$ cat src/sv/sct_pkg.sv
// Shared constants, codes and the CRC-8 byte update for the scratchpad temperature core.
package sct_pkg;

    localparam int NUM_PORTS   = 2;
    localparam int PORT_W      = (NUM_PORTS > 1) ? $clog2(NUM_PORTS) : 1;
    localparam int FRAME_BYTES = 9;
    localparam int CNT_W       = 4;

    localparam logic [7:0]  CRC_POLY = 8'h8C;
    localparam logic [15:0] ERR_TEMP = 16'h8000;

    localparam logic KIND_BYTE  = 1'b0;
    localparam logic KIND_QUERY = 1'b1;

    localparam logic ANS_CONV  = 1'b0;
    localparam logic ANS_QUERY = 1'b1;

    // reflected CRC-8, one byte, LSB first
    function automatic logic [7:0] crc8_byte(input logic [7:0] crc_in, input logic [7:0] b);
        logic [7:0] c;
        logic       mix;
        c = crc_in;
        for (int i = 0; i < 8; i++)
        begin
            mix = c[0] ^ b[i];
            c   = {1'b0, c[7:1]};
            if (mix)
            begin
                c = c ^ CRC_POLY;
            end
        end
        return c;
    endfunction

endpackage

$ cat src/sv/sensor_scratchpad_crc_temperature_core.sv
// Top level: scratchpad CRC check, temperature conversion and per-port store.
//
// Input stream (s_axis): one transaction per scratchpad byte or query.
//   tuser selects the kind: 0 = scratchpad byte, 1 = query.
//   Nine bytes make one frame; bytes 0..7 feed the CRC, byte 8 is compared.
// Output stream (m_axis): one transaction per frame end and per query.
//   Frame end reports tenths of a degree for the current port, or -32768 on a
//   CRC mismatch; ports are served round-robin. A query returns the stored
//   value, or -32768 for an index outside the port range.
// Path: an accepted item is held in the input register, and its result is then
// registered in the output register.
// Throughput: one item per cycle unless stalled, set by the combinational CRC
// byte update and the shift-add scaling between the input and output registers.
// Stall: while m_axis_tready is low the result holds; bytes that produce no
// result keep flowing, and s_axis_tready drops only when an item that needs
// the output register waits behind an untaken result.
// Reset: CRC, byte count, raw bytes, current port and all stored temperatures
// clear to zero; both streams come up empty.
module sensor_scratchpad_crc_temperature_core
    import sct_pkg::*;
(
    input  logic        clk,
    input  logic        rst_n,
    input  logic        s_axis_tvalid,
    output logic        s_axis_tready,
    input  logic [15:0] s_axis_tdata,   // [7:0] data_byte, [15:8] query_port
    input  logic        s_axis_tuser,   // [0] kind
    output logic        m_axis_tvalid,
    input  logic        m_axis_tready,
    output logic [23:0] m_axis_tdata,   // [0] port, [16:1] temperature, [17] crc_ok
    output logic        m_axis_tuser    // [0] answer_kind
);

    logic              in_valid_reg;
    logic              in_kind_reg;
    logic [7:0]        in_data_reg;
    logic [7:0]        in_qport_reg;

    logic [7:0]        crc_reg;
    logic [CNT_W-1:0]  byte_count_reg;
    logic [7:0]        raw_low_reg;
    logic [7:0]        raw_high_reg;
    logic [PORT_W-1:0] cur_port_reg;
    logic [15:0]       port_temps_reg [NUM_PORTS];

    logic              out_valid_reg;
    logic              out_kind_reg;
    logic              out_port_reg;
    logic [15:0]       out_temp_reg;
    logic              out_ok_reg;

    logic              frame_end;
    logic              has_result;
    logic              advance;
    logic              in_accept;

    logic signed [15:0] raw;
    logic signed [19:0] prod;
    logic signed [19:0] prod_adj;
    logic [15:0]        conv_temp;
    logic [15:0]        frame_temp;
    logic [15:0]        query_temp;
    logic               query_in_range;
    logic [7:0]         crc_next;

    logic              res_port;
    logic [15:0]       res_temp;

    assign frame_end  = (in_kind_reg == KIND_BYTE)
                        && (byte_count_reg == CNT_W'(FRAME_BYTES - 1));
    assign has_result = (in_kind_reg == KIND_QUERY) || frame_end;
    assign advance    = in_valid_reg && (!has_result || !out_valid_reg || m_axis_tready);
    assign in_accept  = s_axis_tvalid && s_axis_tready;

    assign s_axis_tready = !in_valid_reg || advance;

    assign crc_next = crc8_byte(crc_reg, in_data_reg);

    // raw * 10 / 16, truncating toward zero
    assign raw      = $signed({raw_high_reg, raw_low_reg});
    assign prod     = (20'(raw) <<< 3) + (20'(raw) <<< 1);
    assign prod_adj = prod + (prod[19] ? 20'sd15 : 20'sd0);
    assign conv_temp = 16'(prod_adj >>> 4);

    assign frame_temp = (crc_reg == in_data_reg) ? conv_temp : ERR_TEMP;

    assign query_in_range = (32'(in_qport_reg) < NUM_PORTS);
    assign query_temp     = query_in_range ? port_temps_reg[in_qport_reg[PORT_W-1:0]]
                                           : ERR_TEMP;

    always_comb
    begin
        if (in_kind_reg == KIND_QUERY)
        begin
            res_port = query_in_range ? in_qport_reg[0] : 1'b0;
            res_temp = query_temp;
        end
        else
        begin
            res_port = cur_port_reg[0];
            res_temp = frame_temp;
        end
    end

    always_ff @(posedge clk or negedge rst_n)
    begin
        if (!rst_n)
        begin
            in_valid_reg <= 1'b0;
        end
        else if (in_accept)
        begin
            in_valid_reg <= 1'b1;
        end
        else if (advance)
        begin
            in_valid_reg <= 1'b0;
        end
    end

    always_ff @(posedge clk)
    begin
        if (in_accept)
        begin
            in_kind_reg  <= s_axis_tuser;
            in_data_reg  <= s_axis_tdata[7:0];
            in_qport_reg <= s_axis_tdata[15:8];
        end
    end

    always_ff @(posedge clk or negedge rst_n)
    begin
        if (!rst_n)
        begin
            crc_reg        <= '0;
            byte_count_reg <= '0;
            raw_low_reg    <= '0;
            raw_high_reg   <= '0;
            cur_port_reg   <= '0;
            for (int i = 0; i < NUM_PORTS; i++)
            begin
                port_temps_reg[i] <= '0;
            end
        end
        else if (advance && (in_kind_reg == KIND_BYTE))
        begin
            if (frame_end)
            begin
                port_temps_reg[cur_port_reg] <= frame_temp;
                crc_reg        <= '0;
                byte_count_reg <= '0;
                if (cur_port_reg == PORT_W'(NUM_PORTS - 1))
                begin
                    cur_port_reg <= '0;
                end
                else
                begin
                    cur_port_reg <= cur_port_reg + PORT_W'(1);
                end
            end
            else
            begin
                if (byte_count_reg == CNT_W'(0))
                begin
                    raw_low_reg <= in_data_reg;
                end
                if (byte_count_reg == CNT_W'(1))
                begin
                    raw_high_reg <= in_data_reg;
                end
                crc_reg        <= crc_next;
                byte_count_reg <= byte_count_reg + CNT_W'(1);
            end
        end
    end

    always_ff @(posedge clk or negedge rst_n)
    begin
        if (!rst_n)
        begin
            out_valid_reg <= 1'b0;
        end
        else if (advance && has_result)
        begin
            out_valid_reg <= 1'b1;
        end
        else if (m_axis_tready)
        begin
            out_valid_reg <= 1'b0;
        end
    end

    always_ff @(posedge clk)
    begin
        if (advance && has_result)
        begin
            out_kind_reg <= (in_kind_reg == KIND_QUERY) ? ANS_QUERY : ANS_CONV;
            out_port_reg <= res_port;
            out_temp_reg <= res_temp;
            out_ok_reg   <= (res_temp != ERR_TEMP);
        end
    end

    assign m_axis_tvalid = out_valid_reg;
    assign m_axis_tuser  = out_kind_reg;
    assign m_axis_tdata  = {6'b0, out_ok_reg, out_temp_reg, out_port_reg};

    a_count_range: assert property (@(posedge clk) disable iff (!rst_n)
        byte_count_reg <= CNT_W'(FRAME_BYTES - 1))
        else $error("byte count beyond frame length");

    a_port_range: assert property (@(posedge clk) disable iff (!rst_n)
        32'(cur_port_reg) < NUM_PORTS)
        else $error("current port out of range");

    a_ok_matches_temp: assert property (@(posedge clk) disable iff (!rst_n)
        out_valid_reg |-> (out_ok_reg == (out_temp_reg != ERR_TEMP)))
        else $error("crc_ok disagrees with temperature");

    a_frame_restart: assert property (@(posedge clk) disable iff (!rst_n)
        (advance && frame_end) |=> (byte_count_reg == '0 && crc_reg == '0))
        else $error("frame state not cleared after last byte");

    a_no_result_lost: assert property (@(posedge clk) disable iff (!rst_n)
        (out_valid_reg && !m_axis_tready) |=> out_valid_reg)
        else $error("stalled result dropped");

endmodule
$ cat config.mk
export PLATFORM = sky130hd
export DESIGN_NAME = sensor_scratchpad_crc_temperature_core
export DESIGN_NICKNAME = d
export VERILOG_FILES = /design/src/sv/sct_pkg.sv /design/src/sv/sensor_scratchpad_crc_temperature_core.sv
export SDC_FILE = /design/constraint.sdc
export NUM_CORES = 1
export LEC_CHECK = 0
export ABC_CLOCK_PERIOD_IN_PS = 3150
export BUFFER_PORTS_ARGS = -buffer_cell sky130_fd_sc_hd__buf_2
export CORE_MARGIN = 10
export CORE_UTILIZATION = 40
export CTS_CLUSTER_DIAMETER = 40
export DETAILED_ROUTE_END_ITERATION = 8
export GPL_ROUTABILITY_DRIVEN = 0
export GPL_TIMING_DRIVEN = 0
export SYNTH_ARGS = -nofsm -noshare
export SYNTH_HDL_FRONTEND = slang
export SYNTH_SLANG_ARGS = --single-unit
$ cat constraint.sdc
create_clock -name clk -period 3.15 [get_ports clk]
set_input_delay 0.315 -clock clk [delete_from_list [all_inputs] [get_ports clk]]
set_output_delay 0.315 -clock clk [all_outputs]
set_load 0.02 [all_outputs]
## After elaboration in Yosys (flattened, before gate mapping)

Cells that the tools add are included.
W data, S select, Z words.

| storage, ports and cells | value |
|---|---|
| ROM bits | 0 |
| flip-flop bits (word level) | 99 |
| bits in writable memories | 0 |
| latch bits | 0 |
| input bits | 21 |
| output and inout port bits | 27 |
| memories | 0 |

| cells by class | value |
|---|---|
| reductions and logical operators | 19 |
| bitwise logic cells | 20 |
| add/sub/neg operators | 4 |
| muxes and demuxes | 28 |
| shift-type cells | 0 |
| magnitude comparators | 4 |
| div/mod/pow operators | 0 |
| multipliers | 0 |
| eq/ne operators | 4 |

Operators by type and width:

| operator | count |
|---|---|
| $mux W16 | 7 |
| $mux W8 | 9 |
| $bwmux W32 | 1 |
| $not A2 Y3 | 8 |
| $add A19 B17 Y20 | 1 |
| $add A20 B5 Y20 | 1 |
| $demux W16 S1 | 1 |
| $ne A16 B16 Y1 const B | 1 |
| $eq A8 B8 Y1 | 1 |
| $lt A8 B2 Y1 const B | 1 |
| $mux W1 | 8 |
| $mux W4 | 2 |
| $xor A1 B1 Y1 | 8 |
| $logic_and A1 B1 Y1 | 6 |
| $reduce_and A3 Y1 | 2 |
| $add A4 B1 Y4 const B | 1 |
| $eq A4 B1 Y1 const B | 1 |
| $eq A4 B4 Y1 const B | 1 |
| $ge A2 B2 Y1 const B | 2 |
| $logic_not A4 Y1 | 1 |
| $logic_or A1 B1 Y1 | 4 |
| $not A1 Y2 | 2 |
| $reduce_bool A2 Y1 | 2 |
| $logic_not A1 Y1 | 3 |
| other kinds (4) | 5 |

## Logic depth before layout (Yosys ltp)

Gate-level depths: netlist of run 1.

| logic depth | value |
|---|---|
| word-level depth | 17 |
| gate-level depth with buffers | 11 |
| mapped depth without buffers | 11 |

## Least setup slack after synthesis of run 1

Ideal clock, no wire load.

| timing | value |
|---|---|
| path kind | register to register |
| start | register raw_low_reg[2] |
| end | register out_ok_reg (data pin) |
| setup slack | -0.150 ns |
| data arrival time | 3.035 ns |
| cell stages (with the launch flop) | 12 |
| setup time | 0.265 ns |
| period minus slack after synthesis | 3.300 ns |
| cell sequence | dfrtp_1 ha_1 fa_1 a21o_1 a221oi_1 xnor2_1 nand4_4 xnor2_2 o22ai_1 or4_1 nor4_2 nand3b_1 |

| on the way | value |
|---|---|
| word-level cells in the longest chain between the ends | 6 |

RTL lines:

| what | line | source |
|---|---|---|
| from (decl) | sensor_scratchpad_crc_temperature_core.sv:41 | `logic [7:0] raw_low_reg;` |
| from (signal assigned) | sensor_scratchpad_crc_temperature_core.sv:165 | `raw_low_reg <= in_data_reg;` |
| $add A19 B17 Y20 * | sensor_scratchpad_crc_temperature_core.sv:81 | `assign prod = (20'(raw) <<< 3) + (20'(raw) <<< 1);` |
| $mux W4 | sensor_scratchpad_crc_temperature_core.sv:82 | `assign prod_adj = prod + (prod[19] ? 20'sd15 : 20'sd0);` |
| $add A20 B5 Y20 * | sensor_scratchpad_crc_temperature_core.sv:82 |  |
| $mux W16 * | sensor_scratchpad_crc_temperature_core.sv:85 | `assign frame_temp = (crc_reg == in_data_reg) ? conv_temp : ERR_TEMP;` |
| $mux W16 * | sensor_scratchpad_crc_temperature_core.sv:93 | `if (in_kind_reg == KIND_QUERY)` |
| net res_temp[6] | sensor_scratchpad_crc_temperature_core.sv:67 | `logic [15:0] res_temp;` |
| $ne A16 B16 Y1 * | sensor_scratchpad_crc_temperature_core.sv:200 | `out_ok_reg <= (res_temp != ERR_TEMP);` |
| to (signal assigned) | sensor_scratchpad_crc_temperature_core.sv:200 |  |
| to (decl) | sensor_scratchpad_crc_temperature_core.sv:50 | `logic out_ok_reg;` |

The timed path passes the listed nets; every way through them passes the cells marked *.
A chain may end at the register's enable or synchronous reset.

## Final worst setup path of run 1

Same ends and word-level chain as after synthesis.

==> results of run 1 <==
==> cells by family after synthesis <==
logic type | after synthesis | share of synthesized area [%]
buf+inv | 33 | 2.87
compound gates | 100 | 12.0
fa+ha+maj | 21 | 5.04
other cells | 1 | 0.0700
flops | 99 | 49.6
xor+xnor | 48 | 8.54
mux | 45 | 9.10
simple gates | 128 | 12.8
==> through the flow <==
step | setup WS, ns | power [mW] | TNS (ns) | utilization, % | instance area [sq um]
after detailed placement | -0.431 | 4.18 | -3.86 | 44.3 | 5840
after floorplan | 0.00110 | 3.64 | 0 | - | 5420
final | -0.165 | 6.04 | -0.388 | 51.0 | 6730
after global placement | -0.358 | 4.11 | -2.49 | 44.3 | 5840
after CTS | -0.165 | 5.69 | -0.658 | 48.9 | 6450
after global routing | -0.274 | 6.43 | -1.75 | 51.0 | 6730
==> layout by cell type, fill, tap and decap left out, types with 4 or more instances in the layout <==
| cell type | count |
|---|---|
| a21oi_2 | 8 |
| buf_4 | 32 |
| o21ai_0 | 19 |
| nand2_1 | 44 |
| nand3_1 | 9 |
| dfrtp_1 | 62 |
| ha_1 | 18 |
| inv_1 | 9 |
| buf_2 | 40 |
| clkbuf_1 | 13 |
| mux2i_1 | 15 |
| and3_1 | 6 |
| o21ai_1 | 5 |
| o31ai_1 | 10 |
| xor2_4 | 4 |
| mux2_2 | 30 |
| a21oi_1 | 11 |
| nor3_1 | 5 |
| xor2_1 | 5 |
| edfxtp_1 | 36 |
| xor2_2 | 9 |
| or2_2 | 6 |
| nand4_1 | 6 |
| xnor2_2 | 6 |
| o211ai_1 | 4 |
| clkbuf_16 | 9 |
| conb_1 | 6 |
| o22ai_1 | 10 |
| xnor2_1 | 21 |
| nor2_1 | 18 |
==> layout make-up <==
| class | instances | area share [%] |
|---|---|---|
| clock buffer | 10 | 3.40 |
| tap | 176 | 3.27 |
| timing repair buffer | 66 | 5.99 |
| multi-input combinational | 348 | 44.2 |
| sequential | 99 | 39.5 |
| inverter | 10 | 0.558 |
| clock inverter | 6 | 1.43 |
| buffer | 22 | 1.67 |
==> timing repair <==
item / CTS / global route
setup buffers: 15 / 11
endpoints found under the setup margin: 18 / 23
pin swaps: 17 / 26
gates resized for setup: 26 / 32
==> where the power goes <==
group / internal, mW / total, mW / switching, mW
Sequential: 1.58 / 1.79 / 0.206
Clock: 0.708 / 1.22 / 0.513
Combinational: 1.31 / 3.03 / 1.73
==> worst paths after layout <==
kind,start,to
worst min-delay path,rst_n,crc_reg[0]
max in group asynchronous,rst_n,raw_high_reg[7]
worst max-delay path,raw_low_reg[2],out_ok_reg
worst max register to register,raw_low_reg[2],out_ok_reg
min in group clk,s_axis_tuser,in_kind_reg
worst min register to register,port_temps_reg[23],port_temps_reg[23]
==> critical path, stage by stage, from the launching register on <==
cell and delay, ns:
dfrtp_1 0.42, ha_4 0.18, fa_2 0.37, xor2_2 0.22, nand2_2 0.11, nor4_4 0.24
buf_4 0.18, nand4_4 0.13, xnor2_2 0.21, o22ai_2 0.11, or4_4 0.52, nor4_4 0.27
nand3b_1 0.10
==> per-layer routing <==
| layer | vias up | share of wire (%) | global-route usage (%) |
|---|---|---|---|
| met1 | 1945 | 41 | 16.4 |
| met4 | 0 | 2.4 | 5.62 |
| li1 | 1887 | - | - |
| met2 | 85 | 52 | 24.8 |
| met5 | - | 0 | 0 |
| met3 | 24 | 4.0 | 2.93 |
==> metrics.md, run 1 <==
| Metric | Value |
|---|---|
| Status | `finished, violations left` |
| Failing checks | `setup timing` |
| # rows | `42` |
| Time the worst path needs with I/O delays and setup | `3.32 ns` |
| Gate Count Post-Synth | `475` |
| Synthesis Warnings | `0` |
| Buffers on Ports | `41` |
| IO Pins | `48` |
| Clk_skew | `0.0141 ns` |
| Register area share after synthesis | `49.6%` |
| Hold-fix buffers, CTS | `0` |
| H-tree levels | `3` |
| DRC | `0` |
| DRT iter0 DRCs | `214` |
| CTS tree | `built` |
| 1st-pass router iterations | `4` |
| Fmax | `0.302 GHz` |
| Fin crit share | `105%` |
| Fillers | `1163` |
| Worst hold slack | `0.0493 ns` |
| Top cell type's share of synthesized area | `29.4%` |
| Non-Filler Instances | `737` |
| Worst reg2reg path depth | `12` |
| Via Count | `3941` |
| Num CTS Buffers | `9` |
| Synth area leader | `dfrtp_1` |
| Die width | `136 um` |
| Post-synth EDFFs | `36` |
| CP endpoint kind | `flip-flop` |
| Final ANT Viol Nets | `0` |
| Worst Tran Pin Value | `0.973 ns` |
| PwrDens | `897 nW/um^2` |
| Placed Cells | `697` |
| Synthesis-stage register bit count | `99` |
| Worst endpoint data arrival time | `3.42 ns` |
| Final #Nets | `598` |
| Max-cap violations | `0` |
| CP max FO | `4` |
| CTS sink cnt | `99` |
| Final Max Slew Viols | `0` |
| Post-Route WL | `12900 um` |
| Count leader, synth | `dfrtp_1` |
| Vias per inst | `5.35` |
| Worst Hold Class | `input pin to asynchronous set/reset pin` |
| Number of diodes | `0` |
| Relative slew slack | `35.1%` |
| Wire per inst | `17.5 um` |
| Starting Density | `40.6%` |
| Post-DP HPWL | `9310 um` |
| RSZ-0062 raised after global routing | `true` |
| Main synth FF type | `dfrtp_1` |
| Number of flip-flops in the largest register | `32` |
| Root buffer cell | `clkbuf_16` |
| Final Hold Viols | `0` |
| Worst-path clk slew | `0.07 ns` |
| Final setup vio count | `6` |
| Die Y | `136 um` |
| Synth area leaders | `dfrtp_1, edfxtp_1, mux2_2` |
| Synth cell types | `61` |
| Syn avg cell area | `11.3 sq um` |
| Crit path kind | `flip-flop to flip-flop` |
| Vias in the first global route | `4028` |
| Most frequent cells after synthesis | `dfrtp_1, nand2_1, edfxtp_1` |
| Multi-input gate area | `2970 sq um` |
| Core area | `13200 sq um` |
| Share of cells above drive strength 1 | `33.5%` |
| Area Overhead vs Synth | `25.6%` |
| Clk buf depth | `2` |
| Initial antenna violation count | `0` |
| Synth async-reset ratio | `63.6%` |
| Pin count of the biggest net entering global routing | `64` |
| Die ar. | `18400 sq um` |
| Worst-Skew Late Latency | `0.36 ns` |
| Req. time, crit path | `3.25 ns` |
| First-pass GRT wire length | `20700 um` |
| Total congestion overflow | `0` |
| Overall global routing resource usage | `14.1%` |
| Reg2reg setup slack | `-0.17 ns` |
| Maximum vdd drop | `499 uV` |
| Mapped cell area | `5360 sq um` |
| Final worst slack | `-0.165 ns` |
| Lkg Pwr | `2.83 nW` |
| FF+latch area | `2660 sq um` |
| Worst setup SP type | `flip-flop` |
(Power assumes the default switching activity.)
==> run 2: changes to the inputs <==
- ABC_AREA: unset -> 1
- CORE_UTILIZATION: 40 -> 45
- HOLD_SLACK_MARGIN: unset -> 0.1
- PLACE_DENSITY: unset -> 0.65
==> metrics.md, run 2 <==
| Metric | Value |
|---|---|
| Status | `complete, no violations` |
| Die ar. | `18500 sq um (+0.27%)` |
| Most frequent cells after synthesis | `nand2_1, inv_1, nor2_1` |
| PwrDens | `914 nW/um^2 (+2.0%)` |
| Crit path kind | `flip-flop to flip-flop` |
| Core area | `13200 sq um (unchanged)` |
| Share of cells above drive strength 1 | `14.6% (-19 points)` |
| Mapped cell area | `6050 sq um (+13%)` |
| Worst-Skew Late Latency | `0.35 ns (about the same)` |
| Gate Count Post-Synth | `791 (+67%)` |
| Time the worst path needs with I/O delays and setup | `2.97 ns (-0.350 ns)` |
| Number of diodes | `0 (unchanged)` |
| Syn avg cell area | `7.65 sq um (-32%)` |
| Final worst slack | `0.185 ns (+0.350 ns)` |
| DRT iter0 DRCs | `232 (+8.4%)` |
| Count leader, synth | `nand2_1` |
| Fin crit share | `94.1% (-11 points)` |
| CTS tree | `built` |
| CP max FO | `4 (unchanged)` |
| Worst Tran Pin Value | `0.839 ns (-0.134 ns)` |
| Lkg Pwr | `3.40 nW (+20%)` |
| Clk_skew | `0.0130 ns (-0.00108 ns)` |
| Fillers | `1321 (+14%)` |
| Post-synth EDFFs | `36 (unchanged)` |
| Starting Density | `45.9% (+5.2 points)` |
| Slowest stage delay, CP | `0.64 ns (+0.12 ns)` |
| Overall global routing resource usage | `15.7% (+1.6 points)` |
| Initial antenna violation count | `0 (unchanged)` |
| Setup tns final | `0 ns (+0.388 ns)` |
| CTS sink cnt | `99 (unchanged)` |
| Worst setup SP type | `flip-flop` |
| Final #Nets | `891 (+49%)` |
| First-pass GRT wire length | `23600 um (+14%)` |
| Area Overhead vs Synth | `12.5%` |
| Synth cell types | `42 (-31%)` |
| Vias per inst | `4.90 (-8.3%)` |
| Root buffer cell | `clkbuf_16` |
| Num CTS Buffers | `9 (unchanged)` |
| Wire per inst | `13.4 um (-24%)` |
| Synthesis-stage register bit count | `99 (unchanged)` |
| Maximum vdd drop | `610 uV (+22%)` |
| Main synth FF type | `dfrtp_1` |
| Register area share after synthesis | `43.9% (-5.7 points)` |
| Slowest cell on the critical path | `fa_1` |
| Req. time, crit path | `3.25 ns (about the same)` |
| Synth async-reset ratio | `63.6% (unchanged)` |
| Total congestion overflow | `0 (unchanged)` |
| Final setup vio count | `0 (-6)` |
| Total power | `6.22 mW (+3.1%)` |
| Post-Route WL | `13800 um (+6.7%)` |
| Final Max Slew Viols | `0 (unchanged)` |
| Most frequent cells in the layout | `nand2_1, inv_1, nor2_1` |
| CP endpoint kind | `flip-flop` |
| WP buf/inv | `0 (-1)` |
| Synth area leaders | `dfrtp_1, edfxtp_1, nand2_1` |
| Vias in the first global route | `5028 (+25%)` |
| Final Hold Viols | `0 (unchanged)` |
| Clk buf depth | `2 (unchanged)` |
| Die width | `136 um (+0.14%)` |
| # rows | `42 (unchanged)` |
| Relative slew slack | `44.1% (+8.9 points)` |
| Final ANT Viol Nets | `0 (unchanged)` |
| Fin util | `51.6% (+0.55 points)` |
| IO Pins | `48 (unchanged)` |
| 1st-pass router iterations | `4 (unchanged)` |
| H-tree levels | `3 (unchanged)` |
| Critical-path cell list | `ha_1 -> fa_1 -> nand3_4 -> nor2_4 -> nand2_4 -> nor2_8 -> nand2_2 -> nor2_2 -> nand2_2 -> nor2_4 -> nand3_2 -> nand4_1 -> nand2_1 -> nor2_1 -> nand3_1` |
| Die Y | `136 um (+0.14%)` |
| Fmax | `0.337 GHz (+12%)` |
| DRC | `0 (unchanged)` |
| Worst-path clk slew | `0.07 ns (about the same)` |
| Resized cells post-CTS | `0 (-100%)` |
| Post-Place Setup Slack | `0.217 ns (+0.648 ns)` |
| Commonest non-fill, non-tap cell in the layout | `nand2_1` |
| Post-DP HPWL | `10600 um (+14%)` |
| Buffers on Ports | `41 (unchanged)` |
| Synth area leader | `dfrtp_1` |
| Number of flip-flops in the largest register | `32 (unchanged)` |
| Max-cap violations | `0 (unchanged)` |
| Postcts setup bufs | `0 (-15)` |
| Synthesis Warnings | `0 (unchanged)` |
| Via Count | `5052 (+28%)` |
| Worst endpoint data arrival time | `3.06 ns (-0.36 ns)` |
| RSZ-0062 raised after global routing | `false` |
| Pin count of the biggest net entering global routing | `64 (unchanged)` |
| Top cell type's share of synthesized area | `26.1% (-3.4 points)` |
| Crit path max-delay family | `simple AND/OR/NAND/NOR gates` |
| Worst Hold Class | `input pin to flip-flop` |
-- run 2: cell types whose count changed in the layout (fill, tap and decap cells not counted), moves of 9 or more --
cell / delta
o31ai_1: -10
xnor2_1: -15
a21oi_1: +17
nor2_1: +52
mux2i_1: -14
o21ai_0: +26
nand3_2: +9
nand2_1: +205
nand2_2: +13
nand3_1: +40
xor2_2: -9
mux2_2: -28
buf_4: -21
inv_1: +87
-- run 2: path summary, 6_finish.rpt --
kind	from	to	slack, ns	cells after the start
setup / recovery	raw_low_reg[2]	out_ok_reg	0.18	15
hold / removal	s_axis_tuser	in_kind_reg	0.14	1
setup reg to reg	raw_low_reg[2]	out_ok_reg	0.18	15
hold reg to reg	port_temps_reg[10]	port_temps_reg[10]	0.48	2
max in group asynchronous	rst_n	port_temps_reg[1]	1.99	2
min in group asynchronous	rst_n	raw_high_reg[5]	0.61	2
-- run 2: final cells by class --
type | count | area (sq um) | share of cell area [%]
Clock inverter | 7 | 72.6 | 1.07
Multi-Input combinational cell | 572 | 2900 | 42.6
Sequential cell | 99 | 2660 | 39.1
Clock buffer | 9 | 225 | 3.31
Timing Repair Buffer | 42 | 218 | 3.20
Inverter | 101 | 379 | 5.57
Tap cell | 176 | 220 | 3.24
Buffer | 24 | 133 | 1.95
-- run 2: cells by family after synthesis --
| logic type | Yosys count | synth area share, % |
|---|---|---|
| other | 1 | 0.0620 |
| flip-flops | 99 | 43.9 |
| adder cells (fa/ha/maj) | 21 | 4.47 |
| AO/OA/AOI/OAI | 97 | 8.87 |
| multiplexers | 3 | 0.538 |
| buffers and inverters | 125 | 8.46 |
| XOR/XNOR | 14 | 2.03 |
| AND/OR/NAND/NOR | 431 | 31.6 |
-- run 2: power by group --
part / switching, mW / leakage, nW / internal, mW
combinational: 2.20 / 2.09 / 1.11
sequential: 0.213 / 1.17 / 1.58
clock: 0.491 / 0.150 / 0.621
total: 2.91 / 3.40 / 3.32
-- run 2: routing by layer --
layer  global-route usage [%]  part of all wire (%)
met4                     5.56                   2.2
met5                        0                     0
met3                     3.47                   4.6
met1                     20.0                    47
met2                     25.6                    46
-- run 2: worst reg2reg max path: stages, from the launching register on --
cell and delay, ns:
dfrtp_1 0.42, ha_1 0.28, fa_1 0.64, nand3_4 0.11, nor2_4 0.16, nand2_4 0.09
nor2_8 0.11, nand2_2 0.06, nor2_2 0.13, nand2_2 0.10, nor2_4 0.13, nand3_2 0.09
nand4_1 0.09, nand2_1 0.09, nor2_1 0.14, nand3_1 0.08
-- run 2: through the flow --
step / hold slack, ns / cells / area, sq um
6_report: 0.140 / 1030 / 6800
3_3_place_gp: 0.460 / 1013 / 6490
3_5_place_dp: 0.466 / 1013 / 6500
4_1_cts: 0.124 / 1030 / 6800
2_1_floorplan: 0.0194 / 796 / 6070
5_1_grt: 0.126 / 1030 / 6800
-- run 2: repair_timing --
item	in CTS	in global routing
endpoints found under the hold margin	1	0
setup endpoints to repair	0	0
hold buffers	1	0
